===== src/rtl/stsc_pkg.sv =====
// ----------------------------------------------------------------------------
// stsc_pkg
// Types and constants shared by the temperature sensor conditioner.
// ----------------------------------------------------------------------------
package stsc_pkg;

    localparam int ACC_W         = 64;   // Horner accumulator width
    localparam int TEMP_W        = 9;    // whole-degree output width
    localparam int HOLD_W        = 8;
    localparam int MID_SHIFT     = 20;   // scale 2^-60 -> 2^-40 before last step
    localparam int ACC_FRAC      = 40;   // fraction bits of the final sum
    localparam int STATUS_OK_BIT = 7;
    localparam int DEG_MAX       = 255;
    localparam logic [HOLD_W-1:0] HOLD_RESET = 8'd20;

    // polynomial coefficients, scale 2^-60 (index 0 at scale 2^-40)
    localparam logic signed [ACC_W-1:0] C4_NEG = -64'sd52614726;
    localparam logic signed [ACC_W-1:0] COEF [4] = '{
        -64'sd58833767690666,
         64'sd375817822856695808,
        -64'sd271593718841344,
         64'sd165225180825
    };

    typedef enum logic [2:0] {
        OP_NONE,
        OP_LOAD,
        OP_MUL,
        OP_ADD,
        OP_SHIFT,
        OP_ROUND
    } op_t;

    typedef enum logic [2:0] {
        ST_IDLE,
        ST_MUL,
        ST_ADD,
        ST_SHIFT,
        ST_ROUND,
        ST_POST
    } state_t;

    typedef struct packed {
        op_t        op;
        logic [1:0] coef_sel;
    } ctl_t;

    typedef struct packed {
        logic [7:0] status_byte;
        logic [7:0] low_byte;
        logic       bus_failed;
    } in_item_t;

    typedef struct packed {
        logic signed [TEMP_W-1:0] temperature_deg;
        logic                     reading_ok;
        logic                     value_held;
    } out_item_t;

endpackage


===== src/rtl/stsc_seq.sv =====
// ----------------------------------------------------------------------------
// stsc_seq
// Sequencer that steps the shared multiply-add unit through the Horner scheme.
// ----------------------------------------------------------------------------
module stsc_seq
(
    input  logic          clk,
    input  logic          rst_n,
    input  logic          start,
    input  logic          start_fail,
    input  logic          out_free,
    output stsc_pkg::ctl_t ctl,
    output logic          busy,
    output logic          fire
);

    stsc_pkg::state_t state_reg;
    stsc_pkg::state_t state_next;
    logic [1:0]       step_reg;
    logic [1:0]       step_next;

    always_ff @(posedge clk or negedge rst_n)
    begin
        if (!rst_n)
        begin
            state_reg <= stsc_pkg::ST_IDLE;
            step_reg  <= 2'd3;
        end
        else
        begin
            state_reg <= state_next;
            step_reg  <= step_next;
        end
    end

    always_comb
    begin
        state_next = state_reg;
        step_next  = step_reg;
        unique case (state_reg)
            stsc_pkg::ST_IDLE:
            begin
                step_next = 2'd3;
                if (start)
                begin
                    state_next = start_fail ? stsc_pkg::ST_POST : stsc_pkg::ST_MUL;
                end
            end
            stsc_pkg::ST_MUL:
            begin
                state_next = stsc_pkg::ST_ADD;
            end
            stsc_pkg::ST_ADD:
            begin
                step_next = step_reg - 2'd1;
                if (step_reg == 2'd0)
                begin
                    state_next = stsc_pkg::ST_ROUND;
                end
                else if (step_reg == 2'd1)
                begin
                    state_next = stsc_pkg::ST_SHIFT;
                end
                else
                begin
                    state_next = stsc_pkg::ST_MUL;
                end
            end
            stsc_pkg::ST_SHIFT:
            begin
                state_next = stsc_pkg::ST_MUL;
            end
            stsc_pkg::ST_ROUND:
            begin
                state_next = stsc_pkg::ST_POST;
            end
            stsc_pkg::ST_POST:
            begin
                if (out_free)
                begin
                    state_next = stsc_pkg::ST_IDLE;
                end
            end
            default:
            begin
                state_next = stsc_pkg::ST_IDLE;
            end
        endcase
    end

    always_comb
    begin
        ctl.op       = stsc_pkg::OP_NONE;
        ctl.coef_sel = step_reg;
        busy         = 1'b1;
        fire         = 1'b0;
        unique case (state_reg)
            stsc_pkg::ST_IDLE:
            begin
                busy = 1'b0;
                if (start)
                begin
                    ctl.op = stsc_pkg::OP_LOAD;
                end
            end
            stsc_pkg::ST_MUL:   ctl.op = stsc_pkg::OP_MUL;
            stsc_pkg::ST_ADD:   ctl.op = stsc_pkg::OP_ADD;
            stsc_pkg::ST_SHIFT: ctl.op = stsc_pkg::OP_SHIFT;
            stsc_pkg::ST_ROUND: ctl.op = stsc_pkg::OP_ROUND;
            stsc_pkg::ST_POST:  fire   = out_free;
            default:            ctl.op = stsc_pkg::OP_NONE;
        endcase
    end

endmodule


===== src/rtl/stsc_horner.sv =====
// ----------------------------------------------------------------------------
// stsc_horner
// Shared multiply-add unit: accumulator times code, plus coefficient; it also loads, shifts and rounds.
// ----------------------------------------------------------------------------
module stsc_horner
#(
    parameter int CODE_BITS = 10,
    parameter int FRAC_BITS = 8
)
(
    input  logic                              clk,
    input  stsc_pkg::ctl_t                    ctl,
    input  logic [CODE_BITS-1:0]              code,
    output logic signed [stsc_pkg::ACC_W-1:0] acc
);

    localparam int    ROUND_SHIFT = stsc_pkg::ACC_FRAC - FRAC_BITS;
    localparam longint ROUND_HALF = longint'(1) << (ROUND_SHIFT - 1);

    logic signed [stsc_pkg::ACC_W-1:0]       acc_reg;
    logic signed [stsc_pkg::ACC_W-1:0]       acc_next;
    logic signed [stsc_pkg::ACC_W-1:0]       prod_reg;
    logic signed [stsc_pkg::ACC_W+CODE_BITS:0] prod_full;

    assign prod_full = acc_reg * $signed({1'b0, code});

    always_comb
    begin
        acc_next = acc_reg;
        unique case (ctl.op)
            stsc_pkg::OP_LOAD:  acc_next = stsc_pkg::C4_NEG;
            stsc_pkg::OP_ADD:   acc_next = prod_reg + stsc_pkg::COEF[ctl.coef_sel];
            stsc_pkg::OP_SHIFT: acc_next = acc_reg >>> stsc_pkg::MID_SHIFT;
            stsc_pkg::OP_ROUND: acc_next = (acc_reg + ROUND_HALF) >>> ROUND_SHIFT;
            default:            acc_next = acc_reg;
        endcase
    end

    always_ff @(posedge clk)
    begin
        acc_reg <= acc_next;
        if (ctl.op == stsc_pkg::OP_MUL)
        begin
            prod_reg <= prod_full[stsc_pkg::ACC_W-1:0];
        end
    end

    assign acc = acc_reg;

endmodule


===== src/rtl/stsc_post.sv =====
// ----------------------------------------------------------------------------
// stsc_post
// Range check, last-good hold, hold counter and whole-degree output.
// ----------------------------------------------------------------------------
module stsc_post
#(
    parameter int FRAC_BITS = 8
)
(
    input  logic                              clk,
    input  logic                              rst_n,
    input  logic                              cfg_write,
    input  logic [stsc_pkg::HOLD_W-1:0]       cfg_data,
    input  logic signed [stsc_pkg::ACC_W-1:0] acc,
    input  logic                              fail,
    input  logic                              fire,
    output stsc_pkg::out_item_t               result
);

    localparam int T_W = FRAC_BITS + stsc_pkg::TEMP_W;
    localparam longint T_MIN = -(longint'(1) << FRAC_BITS);
    localparam longint T_MAX = longint'(stsc_pkg::DEG_MAX) << FRAC_BITS;
    localparam logic signed [T_W-1:0] ONE_DEG = T_W'(1) << FRAC_BITS;
    localparam logic signed [T_W-1:0] NEG_ONE = -ONE_DEG;

    logic signed [T_W-1:0]          last_in_range_reg;
    logic signed [T_W-1:0]          last_positive_reg;
    logic [stsc_pkg::HOLD_W-1:0]    hold_counter_reg;
    logic [stsc_pkg::HOLD_W-1:0]    hold_limit_reg;

    logic                           out_of_range;
    logic signed [T_W-1:0]          t_sel;
    logic                           t_pos;
    logic                           hold_live;
    logic signed [T_W-1:0]          t_out;
    logic                           t_neg;
    logic [T_W-1:0]                 t_mag;
    logic [stsc_pkg::TEMP_W-1:0]    deg_mag;

    assign out_of_range = (acc < T_MIN) || (acc > T_MAX);

    always_comb
    begin
        if (fail)
        begin
            t_sel = NEG_ONE;
        end
        else if (out_of_range)
        begin
            t_sel = last_in_range_reg;
        end
        else
        begin
            t_sel = acc[T_W-1:0];
        end
    end

    assign t_pos     = !t_sel[T_W-1] && (|t_sel);
    assign hold_live = (hold_counter_reg != '0);
    assign t_out     = (!t_pos && hold_live) ? last_positive_reg : t_sel;

    // truncate toward zero
    assign t_neg   = t_out[T_W-1];
    assign t_mag   = t_neg ? T_W'(-t_out) : T_W'(t_out);
    assign deg_mag = t_mag[T_W-1:FRAC_BITS];

    assign result.temperature_deg = t_neg ? -deg_mag : deg_mag;
    assign result.reading_ok      = !fail && (t_sel > NEG_ONE);
    assign result.value_held      = !t_pos && hold_live;

    always_ff @(posedge clk or negedge rst_n)
    begin
        if (!rst_n)
        begin
            last_in_range_reg <= '0;
            last_positive_reg <= '0;
            hold_counter_reg  <= stsc_pkg::HOLD_RESET;
            hold_limit_reg    <= stsc_pkg::HOLD_RESET;
        end
        else
        begin
            if (cfg_write)
            begin
                hold_limit_reg <= cfg_data;
            end
            if (fire)
            begin
                if (!fail && !out_of_range)
                begin
                    last_in_range_reg <= acc[T_W-1:0];
                end
                if (t_pos)
                begin
                    last_positive_reg <= t_sel;
                    hold_counter_reg  <= hold_limit_reg;
                end
                else if (hold_live)
                begin
                    hold_counter_reg <= hold_counter_reg - 1'b1;
                end
            end
        end
    end

endmodule


===== src/rtl/switch_temp_sensor_conditioner.sv =====
// A good read runs through the Horner steps before its result is registered; a failed
// read skips to the output step. Items are taken one at a time; the shared multiply-add
// unit runs four multiply and four add steps plus a shift and a rounding step.
// A result waiting on a stalled output holds the sequencer in its last step.
// Reset (rst_n, async low) clears the stored readings, sets hold limit and
// hold counter to 20 and empties the output register.
// ----------------------------------------------------------------------------
// switch_temp_sensor_conditioner
// Converts a sensor read response into whole degrees with hold-over of the
// last positive reading.
// ----------------------------------------------------------------------------
module switch_temp_sensor_conditioner
#(
    parameter int CODE_BITS = 10,
    parameter int FRAC_BITS = 8
)
(
    input  logic                        clk,
    input  logic                        rst_n,
    input  logic                        in_valid,
    output logic                        in_stall,
    input  stsc_pkg::in_item_t          in_data,
    output logic                        out_valid,
    input  logic                        out_stall,
    output stsc_pkg::out_item_t         out_data,
    input  logic                        cfg_write,
    input  logic [stsc_pkg::HOLD_W-1:0] cfg_data
);

    logic                              accept;
    logic                              fail_now;
    logic [15:0]                       raw_code;
    logic [CODE_BITS-1:0]              code_reg;
    logic                              fail_reg;
    logic                              out_valid_reg;
    stsc_pkg::out_item_t               out_data_reg;
    logic                              out_free;
    logic                              fire;
    logic                              busy;
    stsc_pkg::ctl_t                    ctl;
    logic signed [stsc_pkg::ACC_W-1:0] acc;
    stsc_pkg::out_item_t               result;

    assign accept   = in_valid && !busy;
    assign in_stall = busy;
    assign fail_now = in_data.bus_failed || !in_data.status_byte[stsc_pkg::STATUS_OK_BIT];
    assign raw_code = {in_data.status_byte, in_data.low_byte};
    assign out_free = !out_valid_reg || !out_stall;

    always_ff @(posedge clk)
    begin
        if (accept)
        begin
            code_reg <= raw_code[CODE_BITS-1:0];
            fail_reg <= fail_now;
        end
        if (fire)
        begin
            out_data_reg <= result;
        end
    end

    always_ff @(posedge clk or negedge rst_n)
    begin
        if (!rst_n)
        begin
            out_valid_reg <= 1'b0;
        end
        else if (fire)
        begin
            out_valid_reg <= 1'b1;
        end
        else if (!out_stall)
        begin
            out_valid_reg <= 1'b0;
        end
    end

    stsc_seq u_seq
    (
        .clk        (clk),
        .rst_n      (rst_n),
        .start      (in_valid),
        .start_fail (fail_now),
        .out_free   (out_free),
        .ctl        (ctl),
        .busy       (busy),
        .fire       (fire)
    );

    stsc_horner #(
        .CODE_BITS (CODE_BITS),
        .FRAC_BITS (FRAC_BITS)
    ) u_horner
    (
        .clk  (clk),
        .ctl  (ctl),
        .code (code_reg),
        .acc  (acc)
    );

    stsc_post #(
        .FRAC_BITS (FRAC_BITS)
    ) u_post
    (
        .clk       (clk),
        .rst_n     (rst_n),
        .cfg_write (cfg_write),
        .cfg_data  (cfg_data),
        .acc       (acc),
        .fail      (fail_reg),
        .fire      (fire),
        .result    (result)
    );

    assign out_valid = out_valid_reg;
    assign out_data  = out_data_reg;

endmodule


===== config.mk =====
export PLATFORM = sky130hd
export DESIGN_NAME = switch_temp_sensor_conditioner
export DESIGN_NICKNAME = d
export VERILOG_FILES = /design/src/rtl/stsc_pkg.sv /design/src/rtl/stsc_seq.sv /design/src/rtl/stsc_horner.sv /design/src/rtl/stsc_post.sv /design/src/rtl/switch_temp_sensor_conditioner.sv
export SDC_FILE = /design/constraint.sdc
export NUM_CORES = 2
export LEC_CHECK = 0
export ABC_AREA = 1
export BUFFER_PORTS_ARGS = -buffer_cell sky130_fd_sc_hd__buf_4
export CAP_MARGIN = 10
export CORE_UTILIZATION = 40
export CTS_CLUSTER_DIAMETER = 200
export DETAILED_ROUTE_END_ITERATION = 7
export GPL_TIMING_DRIVEN = 0
export PLACE_DENSITY = 0.59
export SLEW_MARGIN = 5
export SYNTH_ARGS = -nofsm -noshare
export SYNTH_HDL_FRONTEND = slang
export SYNTH_SLANG_ARGS = --single-unit

===== constraint.sdc =====
create_clock -name clk -period 10.25 [get_ports clk]
set_input_delay 0.5125 -clock clk [delete_from_list [all_inputs] [get_ports clk]]
set_output_delay 0.5125 -clock clk [all_outputs]
set_load 0.005 [all_outputs]

Word-level counts from Yosys, hierarchy flattened
Index checks and enable logic that the tools add are counted.
- $add $sub $neg: 6
- multiply operators: 1
- divide/modulo/power cells: 0
- magnitude comparators: 4
- equal/unequal tests: 14
- shift operators: 0
- multiplexer cells: 24
- bitwise gates (word level): 2
- reductions and logical operators: 28
- operators by type and width (kind ; number):
    64-bit one-hot mux with 4 select lines ; 1
    64-bit binary-select mux with 2-bit select ; 1
    64-bit 2-to-1 mux ; 2
    17-bit 2-to-1 mux ; 4
    64-bit by 33-bit adder with 64-bit output, second input constant ; 1
    64-bit adder ; 1
    64-bit by 17-bit > comparator with 1-bit output, second input constant ; 1
    64-bit by 9-bit less-than comparator with 1-bit output, second input constant ; 1
    64-bit by 11-bit multiplier with 64-bit output ; 1
    3-bit one-hot mux with 6 select lines ; 1
    17-bit by 9-bit > comparator with 1-bit output, second input constant ; 1
    17-bit negator ; 1
    17-bit OR reduction ; 1
    8-bit 2-to-1 mux ; 2
    3-bit one-hot mux with 5 select lines ; 1
    3-bit by 2-bit equality test with 1-bit output, second input constant ; 4
    3-bit equality test, second input constant ; 4
    3-bit 2-to-1 mux ; 4
    2-bit AND reduction ; 5
    9-bit 2-to-1 mux ; 1
    9-bit negator ; 1
    8-bit nonzero test ; 1
    8-bit by 1-bit subtractor with 8-bit output, second input constant ; 1
    1-bit logical NOT ; 7
    18 further kinds ; 31
- register bits after elaboration: 206
- bits in latches: 0
- RAM bits: 0
- bits in read-only memories: 0
- input bits: 30
- memories: 0

Depth between registers and ports, before layout
- depth in word-level cells: 13
- mapped depth: 34

Hierarchy
A second synthesis with hierarchy kept.
- cells, all modules: 5392
- area, all modules: 36502.5 um^2
- modules (own cells, without submodules) (module ; times used ; cells each ; area each (um^2) ; seq. area each (um^2)):
    stsc_horner ; 1 ; 4754 ; 31737.9 ; 3843.7
    stsc_post ; 1 ; 559 ; 3711.1 ; 1256.2
    switch_temp_sensor_conditioner ; 1 ; 30 ; 716.9 ; 685.7
    stsc_seq ; 1 ; 49 ; 336.6 ; 127.6

Worst setup path before layout
Ideal clock, no wire load.
- kind: flip-flop to flip-flop
- start point: register code_reg[5]
- end point: register u_horner.prod_reg[59] in the netlist's numbering, data pin
- setup time: 0.265 ns
- arrival: 6.426 ns
- setup slack: 3.559 ns
- stages on the path, launching flop included: 29
- path buffers: 3
- period minus slack after synthesis: 6.691 ns
- cell sequence: edfxtp_1 > clkbuf_1 > clkbuf_1 > buf_1 > nand2_1 > fa_1 > fa_1 > inv_1 > fa_1 > inv_1 > fa_1 > inv_1 > fa_1 > ha_1 > nand2_1 > inv_1 > a21oi_1 > nand2_1 > a21boi_0 > o21ai_1 > a21boi_0 > o21ai_0 > a21boi_0 > o21bai_1 > a21oi_1 > o21bai_1 > a21boi_0 > o21ai_0 > xor2_1
- word-level cells in the longest chain between the ends: 1
- ends and longest elaborated chain (element ; line ; source):
    from (decl) ; switch_temp_sensor_conditioner.sv:33 ; logic [CODE_BITS-1:0] code_reg;
    from (signal assigned) ; switch_temp_sensor_conditioner.sv:54 ; code_reg <= raw_code[CODE_BITS-1:0];
    64-bit by 11-bit multiplier with 64-bit output ; stsc_horner.sv:25 ; assign prod_full = acc_reg * $signed({1'b0, code});
    via u_horner.prod_full (one bit) ; stsc_horner.sv:23 ; logic signed [stsc_pkg::ACC_W+CODE_BITS:0] prod_full;
    to (signal assigned) ; stsc_horner.sv:44 ; prod_reg <= prod_full[stsc_pkg::ACC_W-1:0];
    to (decl) ; stsc_horner.sv:22 ; logic signed [stsc_pkg::ACC_W-1:0] prod_reg;
The timed path passes the listed nets, and every way through them passes these cells.
A chain may end at the register's enable or synchronous reset.

Worst setup path after layout
Same ends and word-level chain as after synthesis.

==> impl_metrics.json <==
{
  "rsz0062_at_grt": "no",
  "pin_count": 43,
  "finalSetupTns_ps": 0,
  "initialDrtViolationCount": 2388,
  "grt_pass1_vias": 27700,
  "fmax_ghz": 0.113,
  "period_share_pct": 86.3,
  "dp_slack_ps": 1550,
  "htree_levels": 1,
  "start_util_pct": 40.5,
  "worst-endpoint-required_ps": 10540,
  "final_cells": 5279,
  "setup_viol": 0,
  "outcome": "complete, but fails checks",
  "vias": 27300,
  "r2r_end": "u_horner.prod_reg[59]",
  "hold_viol_final": 6,
  "path_delay_family": "compound AO/OA/AOI/OAI gates",
  "synth_ff_type": "edfxtp_1",
  "slew_headroom_pct": 25.7,
  "antenna_found_initial": 0,
  "setup_ws_ps": 1400,
  "yosys_register_bits": 206,
  "grt_overflow": 0,
  "async_reset_ff_share_pct": 27.2,
  "arrival_ps": 9140,
  "worst_pin_slew_ps": 1110,
  "final.min_clock_period_ps": 8850,
  "post_synth.cell_area_avg_sq_um": 7.75,
  "dp_cells": 5230,
  "drtAntennaViolNets": 0,
  "cpMostUsedCell": "fa_1",
  "clock_skew_ps": 23.7,
  "io_buffers": 37,
  "placement_rows": 103,
  "path_clk_slew_ps": 60,
  "hpwl_mm": 83.3,
  "grt_pass1_wl_mm": 160,
  "drt-pass1-iter-count": 6,
  "grt_max_degree": 57,
  "worstSetupPathType": "reg2reg",
  "antenna_cells": 0,
  "drc": 0,
  "post_cts_buffers": 0,
  "ctsHoldBuffers": 0,
  "via_per_inst": 5.17,
  "cap_violations": 0,
  "die_area_sq_um": 81200,
  "drv_slew": 0,
  "cp-end-kind": "register",
  "gp_congestion": 0.970,
  "syn_inst": 4133,
  "violations": "hold timing",
  "ys_top_cells_by_area": "fa_1 28%, edfxtp_1 14%, nand2_1 12%",
  "clkLatencyLatePin_ps": 580,
  "ys_seq_area_share_pct": 18.5,
  "clock_sinks": 206,
  "ys_types": 58,
  "cts_buffer_depth": 3,
  "reg2reg_depth": 28,
  "fillers": 8146,
  "die_w_um": 285,
  "wl_per_cell_um": 19.2,
  "synth_area_sq_um": 32000,
  "layout-drive-gt1-share_pct": 4.61,
  "cts_resized": 0,
  "crit_fanout": 10,
  "hold_path_class": "in2async",
  "synth_edf_count": 150,
  "synth_nets": 4819,
  "r2r_slack_ps": 1400,
  "cts_tree": "yes",
  "synth_top_area_cell": "fa_1",
  "start_kind": "register",
  "regToRegStartpoint": "code_reg[5]",
  "cts_made_buffers": 26,
  "fin_worst_hold_slack_ps": -16.2,
  "netlist.area_leader.share_pct": 28.4,
  "gr-usage-all-layers_pct": 25.4,
  "core_sq_um": 79100,
  "die_height_um": 285,
  "worst_path_max_delay_cell": "clkbuf_1",
  "fin_nets": 4895,
  "root_buffer": "clkbuf_16",
  "drt_wl_total_mm": 101,
  "area_growth_pct": 8.14,
  "max_stage_delay_ps": 670,
  "yosys_warnings": 0,
  "cp_num_buf_inv": 7
}
## area by class of cell
cell class | count | area, sq um | area share, %
multi-input combinational | 2808 | 21900 | 63.1
sequential | 206 | 5910 | 17.1
inverter | 956 | 3590 | 10.4
timing repair buffer | 48 | 430 | 1.24
tap | 1050 | 1310 | 3.79
clock buffer | 27 | 654 | 1.89
clock inverter | 21 | 201 | 0.581
buffer | 163 | 671 | 1.94
## logic make-up after synthesis
kind of cell    after synthesis  share of synthesized area, %
xor+xnor                     91                          2.49
mux                          11                         0.387
buf+inv                    1119                          13.3
compound gates              560                          9.96
simple gates               1490                          19.1
fa+ha+maj                   656                          36.3
flops                       206                          18.5
## worst reg2reg max path: cells and delay by family (launching register included)
kind,cells,cell delay [ps]
AO/OA/AOI/OAI,11,2990
adder cells (fa/ha/maj),6,2890
buffers and inverters,7,1840
AND/OR/NAND/NOR,3,370
flip-flops,1,310
XOR/XNOR,1,180
## layout by cell type, fill, tap and decap left out, types with 15 or more instances in the layout
cell	instances
o21ai_0	181
buf_1	41
o211ai_1	24
buf_4	42
nor2_1	226
edfxtp_1	150
nand3_1	98
xor2_1	54
clkbuf_16	26
ha_1	201
a21oi_1	207
fa_1	455
nand4_1	24
nand3_2	15
nand2_1	1044
nor3_1	18
dfrtp_1	50
a31oi_1	41
clkbuf_1	105
inv_1	947
xnor2_1	37
## worst max-delay path by stage
| stage | startpoint | endpoint | slack [ps] | cells after the start |
|---|---|---|---|---|
| after floorplan | code_reg[5] | u_horner.prod_reg[59] | 3560 | 28 |
| after global placement | code_reg[5] | u_horner.prod_reg[61] | 1540 | 30 |
| after detailed placement | code_reg[7] | u_horner.prod_reg[59] | 1550 | 27 |
| after CTS | code_reg[5] | u_horner.prod_reg[59] | 1530 | 28 |
| after global routing | code_reg[5] | u_horner.prod_reg[61] | 1000 | 30 |
| final | code_reg[5] | u_horner.prod_reg[59] | 1400 | 28 |
## layer usage
| metal | part of all wire, % | wire length (um) | track usage (%) |
|---|---|---|---|
| met4 | 4.4 | 4410 | 9.40 |
| met5 | 0 | 0 | 0 |
| met3 | 5.4 | 5480 | 2.34 |
| met1 | 42 | 42900 | 33.7 |
| met2 | 48 | 48400 | 43.1 |
## cells in the mapped netlist, drive strengths merged, types with 37 or more instances
master	count
a21oi	207
a31oi	41
buf	59
clkbuf	104
dfrtp	50
edfxtp	150
fa	455
ha	201
inv	955
nand2	1062
nand3	114
nor2	236
o21ai	197
xnor2	37
xor2	54
## per-stage QoR
step	util, %	hold WS, ps	area, sq um
after floorplan	-	217	32000
after global routing	43.8	34.5	34600
final	43.8	-16.2	34600
after detailed placement	42.7	468	33800
after global placement	42.5	460	33600
after CTS	43.8	14.7	34600
Power is left out: the tool's default activity adds up to more than one toggle a clock period on the data nets, which glitch-free logic cannot reach.
